## src/sv/assert_macros.svh

```systemverilog
// assertion macros shared by the scaler rtl
// expects clk and rst in the scope of each use
`ifndef ASSERT_MACROS_SVH
`define ASSERT_MACROS_SVH

// property holds at every edge outside reset
`define BRIS_ASSERT(lbl, prop, msg) \
  lbl: assert property (@(posedge clk) disable iff (rst) (prop)) else $error(msg);

// condition at one edge implies result at the next
`define BRIS_ASSERT_NEXT(lbl, cond, res, msg) \
  lbl: assert property (@(posedge clk) disable iff (rst) (cond) |=> (res)) else $error(msg);

`endif

```

## src/sv/bris_pkg.sv

```systemverilog
// constants, types and helpers of the bilinear rgb scaler
// no dependencies
package bris_pkg;

  localparam int SRC_DIM   = 256;
  localparam int SRC_AW    = $clog2(SRC_DIM);
  localparam int BANK_AW   = 2 * (SRC_AW - 1);
  localparam int FRAC_BITS = 16;
  localparam int IDX_W     = 12;
  localparam int STEP_W    = 24;
  localparam int SIZE_W    = 9;
  localparam int POS_W     = IDX_W + STEP_W;
  localparam int FRAC_W    = FRAC_BITS + 1;
  localparam int E_W       = FRAC_BITS + 2;
  localparam int WT_W      = FRAC_BITS + 4;
  localparam int PIX_W     = 8;
  localparam int PRD_W     = WT_W + PIX_W + 1;
  localparam int SUM_W     = PRD_W + 2;

  typedef enum logic [1:0] {
    REG_SOURCE_WIDTH  = 2'd0,
    REG_SOURCE_HEIGHT = 2'd1,
    REG_ROW_STEP      = 2'd2,
    REG_COL_STEP      = 2'd3
  } cfg_reg_t;

  typedef enum logic {
    ACT_LOAD    = 1'b0,
    ACT_REQUEST = 1'b1
  } action_t;

  typedef struct packed {
    logic [PIX_W-1:0] red;
    logic [PIX_W-1:0] green;
    logic [PIX_W-1:0] blue;
  } rgb_t;

  // largest usable integer position: effective size minus two
  function automatic logic [SRC_AW-1:0] eff_lim(input logic [SIZE_W-1:0] s);
    logic [SRC_AW-1:0] r;
    if (s < SIZE_W'(2)) begin
      r = '0;
    end else if (s > SIZE_W'(SRC_DIM)) begin
      r = SRC_AW'(SRC_DIM - 2);
    end else begin
      r = SRC_AW'(s - SIZE_W'(2));
    end
    return r;
  endfunction

endpackage

```

## src/sv/bris_axis.sv

```systemverilog
// per-axis position unit: index times step, clamp and fraction
// depends on bris_pkg
module bris_axis (
  input  logic                              clk,
  input  logic                              en,
  input  logic [bris_pkg::IDX_W-1:0]        index,
  input  logic [bris_pkg::STEP_W-1:0]       step,
  input  logic [bris_pkg::SRC_AW-1:0]       lim,
  output logic [bris_pkg::SRC_AW-1:0]       ip,
  output logic [bris_pkg::FRAC_W-1:0]       frac
);

  localparam int IP_W = bris_pkg::POS_W - bris_pkg::FRAC_BITS;

  logic [bris_pkg::POS_W-1:0] pos;
  logic [IP_W-1:0]            ipos;
  logic [IP_W-1:0]            diff;
  logic [bris_pkg::SRC_AW-1:0] ip_next;
  logic [bris_pkg::FRAC_W-1:0] frac_next;

  always_ff @(posedge clk) begin
    if (en) begin
      pos  <= bris_pkg::POS_W'(index) * bris_pkg::POS_W'(step);
      ip   <= ip_next;
      frac <= frac_next;
    end
  end

  always_comb begin
    ipos = pos[bris_pkg::POS_W-1:bris_pkg::FRAC_BITS];
    diff = ipos - IP_W'(lim);
    if (ipos > IP_W'(lim)) begin
      ip_next = lim;
      if (diff >= IP_W'(2)) begin
        frac_next = '1;
      end else begin
        frac_next = {diff[0], pos[bris_pkg::FRAC_BITS-1:0]};
      end
    end else begin
      ip_next   = ipos[bris_pkg::SRC_AW-1:0];
      frac_next = {1'b0, pos[bris_pkg::FRAC_BITS-1:0]};
    end
  end

endmodule

```

## config.mk

```make
export PLATFORM = sky130hd
export DESIGN_NAME = bris_axis
export DESIGN_NICKNAME = d
export VERILOG_FILES = /design/src/sv/assert_macros.svh /design/src/sv/bris_pkg.sv /design/src/sv/bris_axis.sv
export SDC_FILE = /design/constraint.sdc
export NUM_CORES = 1
export LEC_CHECK = 0
export ABC_AREA = 1
export BUFFER_PORTS_ARGS = -buffer_cell sky130_fd_sc_hd__buf_2
export CAP_MARGIN = 5
export CORE_AREA = 8 8 148 150
export CTS_CLUSTER_DIAMETER = 100
export CTS_CLUSTER_SIZE = 28
export DETAILED_ROUTE_END_ITERATION = 7
export DIE_AREA = 0 0 156 158
export PLACE_DENSITY = 0.85
export RECOVER_POWER = 100
export SLEW_MARGIN = 20
export SYNTH_ARGS = -nofsm -noshare
export SYNTH_HDL_FRONTEND = slang
export SYNTH_SLANG_ARGS = --single-unit
```

## constraint.sdc

```tcl
create_clock -name clk -period 5.75 [get_ports clk]
set_clock_uncertainty 0.05 [all_clocks]
set_input_delay 0.575 -clock clk [delete_from_list [all_inputs] [get_ports clk]]
set_output_delay 0.575 -clock clk [all_outputs]
set_load 0.005 [all_outputs]
```

==> impl_metrics.ini, run 1 <==
[route]
drt_pass1_iterations = 5
drc = 0
drtIter0Drc = 718
final_antenna_net_count = 0
num_vias = 9843
wirelength_mm = 27.6
viasPerCell = 5.26
post_drt_wl_per_cell_um = 14.7

[pwr]
power_leakage_nw = 7.29
finalPower_mw = 7.82
ir_drop_uv = 430
power_density_nw_per_um2 = 598

[timing]
clock.fmax_mhz = 185
grt_setup_unrepaired = no
relSlewSlack_pct = -107
timing.hold.ws_ns = 0.453
period_needed_ns = 5.42
period_share_pct = 94.3
setup_slack_ns = 0.330
hold_violations = 0
tns_ns = 0
setup_viol = 0
worstMarginPinSlew_ns = 3.11
finalMaxSlewViolations = 62

[critical_path]
r2r-start = pos[16]$_DFFE_PP_
worstPathArrival_ns = 5.45
start_kind = input port
worstPathMaxFanout = 18
crit_chain = buf_2 -> buf_4 -> nand2_1 -> fa_1 -> fa_1 -> inv_1 -> fa_1 -> fa_1 -> inv_1 -> fa_1 -> inv_1 -> ha_1 -> nand2_1 -> o21ai_0 -> a21oi_1 -> o21ai_1 -> nand2_1 -> nand2_1 -> nand3_1 -> nand3_1 -> nand2_1
worstPathRequired_ns = 5.78
end_kind = register
r2r_setup_slack_ns = 2.17
crit_type = in -> reg
max_stage_delay_ns = 0.54
slowest_stage = fa_1
r2r-end = frac[16]$_SDFFCE_PP0P_
r2r_cells = 12

[clocking]
clock_sinks = 61
cts-root-buf = clkbuf_16
tritoncts = yes
ctsHoldBuffers = 0
clkLatencyLatePin_ns = 0.33
cts.path.max_buffers = 2
cts_buffers = 9
postCtsResizedCells = 0
post_cts_buffers = 0
htreeDepth = 3
clk_pin_slew_ns = 0.05

[placed_design]
gp_congestion = 0.927
place_inst = 1856
place_ws_ns = 0.108
dpl.hpwl_mm = 23.2
port_buffers = 70

[grt]
grt_max_degree = 62
overflow = 0
track_usage_pct = 23.8
first_global_vias = 10509
antenna_found_initial = 0
grt_pass1_wl_mm = 47.5

[layout]
syn2layout_area_growth_pct = 6.54
nets = 1946
drive_gt1_share_pct = 6.50
instances_no_fill = 1871
diodes = 0

[synth]
yosysSeqAreaShare_pct = 14.9
ys_warn_count = 0
synth_area_um2 = 12300
synth.avg_cell_area_um2 = 7.90
ys_seq_elements = 61
syn_nets = 1902
synthCells = 1553
synth.distinct_cells = 35

[hold_path]
min_to = frac[15]$_DFFE_PP_
hold_depth = 2
min-delay-start = pos[15]$_DFFE_PP_
hold_path_class = reg -> reg

[die]
dieWidth_um = 156
dieArea_um2 = 24600
io-pin-count = 71
fp.coreArea_um2 = 19700
start_util_pct = 62.3
rows = 52
die_y_um = 158

[status]
status = complete, but fails checks
violations = max-capacitance violations, max-slew violations

[flow_run]
maxCapViolations = 1
[worst max path at each step]
stage | from | to | slack [ns] | cells after the start
6_report | index[3] | pos[32]$_DFFE_PP_ | 0.33 | 21
5_1_grt | index[6] | pos[30]$_DFFE_PP_ | 0.04 | 20
4_1_cts | index[6] | pos[30]$_DFFE_PP_ | 0.45 | 20
3_5_place_dp | index[3] | pos[32]$_DFFE_PP_ | 0.11 | 21
3_3_place_gp | index[6] | pos[30]$_DFFE_PP_ | 0.21 | 20
2_1_floorplan | step[15] | pos[35]$_DFFE_PP_ | 0.47 | 22
[cell usage after synthesis (all sizes together)]
| cell type | instances | area, um2 |
|---|---|---|
| nand2 | 453 | 1770 |
| inv | 426 | 1600 |
| fa | 221 | 4420 |
| ha | 82 | 1030 |
| nor2 | 73 | 287 |
| edfxtp | 61 | 1830 |
| a21oi | 55 | 279 |
| clkbuf | 48 | 180 |
| nand3 | 39 | 205 |
| o21ai | 24 | 120 |
| xor2 | 21 | 184 |
| nand4 | 10 | 68.8 |
| nor3 | 10 | 50.1 |
| xnor2 | 8 | 70.1 |
| a21boi | 4 | 30.0 |
| a21o | 4 | 30.0 |
| o21a | 4 | 30.0 |
| buf | 2 | 25.0 |
| o211ai | 2 | 15.0 |
| o221ai | 2 | 17.5 |
| nand3b | 1 | 7.51 |
| nor4 | 1 | 6.26 |
| o21bai | 1 | 7.51 |
| o41ai | 1 | 16.3 |
[layout by cell type, fill, tap and decap left out, types with 2 or more instances in the layout]
master / count
xnor2_1: 8
ha_1: 82
nor2_1: 70
buf_4: 9
inv_2: 4
o21ai_0: 20
clkbuf_16: 9
o21a_1: 4
buf_12: 2
nand3_2: 2
nand3_1: 37
fa_1: 221
xor2_1: 21
inv_1: 422
nand2_2: 16
edfxtp_1: 61
buf_2: 52
nor3_1: 10
a21o_1: 4
nor2_2: 2
o211ai_1: 2
clkinvlp_4: 2
a21oi_1: 54
o221ai_1: 2
a21boi_0: 4
nand4_1: 10
clkbuf_1: 20
nand2_1: 436
o21ai_1: 4
clkinv_2: 2
[metrics by stage]
step | utilization, % | area [um2]
4_1_cts | 66.6 | 13100
5_1_grt | 66.3 | 13100
3_5_place_dp | 65.3 | 12900
3_3_place_gp | 65.3 | 12900
2_1_floorplan | - | 12300
6_report | 66.3 | 13100
[sequential cells by signal (all words and copies together) (netlist names)]
register  flops
pos          36
frac         17
ip            8
[kinds of logic after synthesis]
| kind of cell | synth area share, % |
|---|---|
| AOI/OAI and AO/OA | 4.44 |
| adders and majority gates | 44.4 |
| DFF | 14.9 |
| buffers and inverters | 14.7 |
| xor gates and xnor gates | 2.07 |
| and+or+nand+nor | 19.5 |
[per-layer routing]
layer / GRT usage [%] / vias up / wire (um)
li1: - / 4616 / -
met1: 29.2 / 4725 / 11300
met2: 42.2 / 435 / 13300
met3: 4.07 / 67 / 2240
met4: 7.16 / 0 / 646
met5: 0 / - / 0
[layout make-up]
class                      instances  area (um2)
multi-input combinational       1016        8610
fill                            1626        6640
sequential                        61        1830
inverter                         426        1600
timing repair buffer              83         444
tap                              270         338
clock buffer                      10         229
clock inverter                     5        28.8
[power breakdown]
group	total, mW	switching (mW)	internal [mW]
logic	6.34	4.02	2.32
registers	1.01	0.0823	0.932
clock network	0.463	0.178	0.285
[worst max-delay path: cells and delay by family]
| kind | cells | cell delay (ns) |
|---|---|---|
| buf+inv | 5 | 0.74 |
| simple gates | 7 | 0.66 |
| fa+ha+maj | 6 | 2.74 |
| compound gates | 3 | 0.72 |
Power figures use the tool's default switching activity.
==> inputs of run 2 (changes only) <==
REMOVE_ABC_BUFFERS = 1   (was unset)
==> run 2 against run 1 <==
The flow still finishes with violations (max-capacitance violations, max-slew violations). Via count rose by 0.79%. Flip-flop and latch count unchanged. First-iteration DRC count down 15%. Critical path type unchanged. Final cell count up 0.27%. Register-to-register slack worse by 0.17 ns.
==> impl_metrics.ini, run 2 (synthesized netlist as in run 1, its figures left out) <==
[flow_run]
maxCapViolations = 1

[timing]
setup_viol = 0
grt_setup_unrepaired = no
hold_violations = 0
worstMarginPinSlew_ns = 3.03
relSlewSlack_pct = -102
period_share_pct = 94.1
finalMaxSlewViolations = 62
period_needed_ns = 5.41
tns_ns = 0
clock.fmax_mhz = 185

[grt]
grtUsageMet1_pct = 29.4
met3_usage_pct = 4.29
grt_max_degree = 62
use_met2_pct = 44.1
overflow = 0
antenna_found_initial = 0
grt_pass1_wl_mm = 48.7
first_global_vias = 10697
grt.busiest_layer = met2
track_usage_pct = 24.3

[critical_path]
start_kind = input port
critical_path.startpoint = index[0]
r2r-start = pos[16]$_DFFE_PP_
worstPathRequired_ns = 5.78
worstPathMaxFanout = 16
worstPathArrival_ns = 5.44
end_kind = register
crit_type = in -> reg

[clocking]
cts_buffers = 9
ctsHoldBuffers = 0
clkLatencyLatePin_ns = 0.32
cts.path.max_buffers = 2
htreeDepth = 3
clk_pin_slew_ns = 0.05
post_cts_buffers = 0
cts-root-buf = clkbuf_16
clock_sinks = 61
tritoncts = yes
postCtsResizedCells = 0

[die]
dieWidth_um = 156
dieArea_um2 = 24600
io-pin-count = 71
rows = 52
fp.coreArea_um2 = 19700
start_util_pct = 62.3
die_y_um = 158

[placed_design]
port_buffers = 70
dpl.hpwl_mm = 24.1
gp_congestion = 0.934

[route]
drt_pass1_iterations = 6
drtIter0Drc = 608
post_drt_wl_per_cell_um = 15.1
viasPerCell = 5.29
final_antenna_net_count = 0
drc = 0
wirelength_mm = 28.3
num_vias = 9921

[pwr]
power_density_nw_per_um2 = 608
p_comb_share_pct = 80.4
p_sw_mw = 4.40
netSwitchingFraction_pct = 55.1
seqPwrFrac_pct = 12.8
clock_power_share_pct = 6.8
ir_drop_uv = 451
power_leakage_nw = 7.32
p_int_mw = 3.59
finalPower_mw = 7.99

[status]
violations = max-capacitance violations, max-slew violations
status = complete, but fails checks

[layout]
nets = 1950
fin_util_pct = 66.6
syn2layout_area_growth_pct = 6.97
diodes = 0
largest_register_ffs = 36
top_register = pos
reg_top3 = pos: 36 flops, frac: 17 flops, ip: 8 flops
drive_gt1_share_pct = 6.91
layout_commonest_cell = nand2_1
final_cell_mix = nand2_1 (436), inv_1 (422), fa_1 (221)

[hold_path]
min-delay-start = pos[2]$_DFFE_PP_
hold_path_class = reg -> reg
==> run 2: changes by cell type in the layout (fill, tap and decap cells not counted), sizes merged <==
cell    delta
buf        +3
bufinv     +1
clkinv     -2
inv        +3
==> run 2: layout make-up <==
cell class | count | area [um2]
multi-input combinational | 1016 | 8610
fill | 1618 | 6580
sequential | 61 | 1830
inverter | 426 | 1600
timing repair buffer | 87 | 447
tap | 270 | 338
clock buffer | 9 | 225
clock inverter | 7 | 82.6
==> run 2: power by group through the flow <==
stage | sequential [mW] | clock [mW] | combinational [mW]
after CTS | 1.02 | 0.545 | 6.44
after floorplan | 0.989 | 0 | 4.76
after detailed placement | 1.03 | 0 | 6.40
after global placement | 1.02 | 0 | 6.22
final | 1.02 | 0.540 | 6.43
after global routing | 1.04 | 0.568 | 7.30
==> run 2: path summary, 6_finish.rpt <==
path,endpoint,slack [ns],depth (start not counted)
max,pos[30]$_DFFE_PP_,0.34,18
min,frac[2]$_DFFE_PP_,0.45,2
max reg2reg,frac[0]$_DFFE_PP_,2.00,12
min reg2reg,frac[2]$_DFFE_PP_,0.45,2
==> run 2: routing by layer <==
metal  share of wire [%]  vias up
met5                   0        -
met4                 2.1        0
met3                 8.7       63
met2                  50      458
met1                  40     4774
li1                    -     4626
==> run 2: through the flow <==
step	hold WS (ns)	instances	area [um2]	setup WS, ns
after floorplan	0.430	1503	12100	0.784
after global placement	0.434	1860	12900	0.234
after detailed placement	0.439	1860	12900	0.0950
after CTS	0.453	1876	13200	0.429
after global routing	0.472	1876	13100	0.0428
final	0.452	1876	13100	0.339
==> run 2: worst max-delay path, cell delays in order <==
cell	delay [ns]
clkbuf_1	0.68
clkbuf_2	0.36
nand2_1	0.11
fa_1	0.56
inv_1	0.06
fa_1	0.52
fa_1	0.57
fa_1	0.42
ha_1	0.39
nand2_1	0.15
nor2_1	0.16
nand2_1	0.06
o21ai_0	0.36
nand2_1	0.13
nand2_1	0.13
a21oi_1	0.07
nand2_1	0.07
nand2_1	0.05
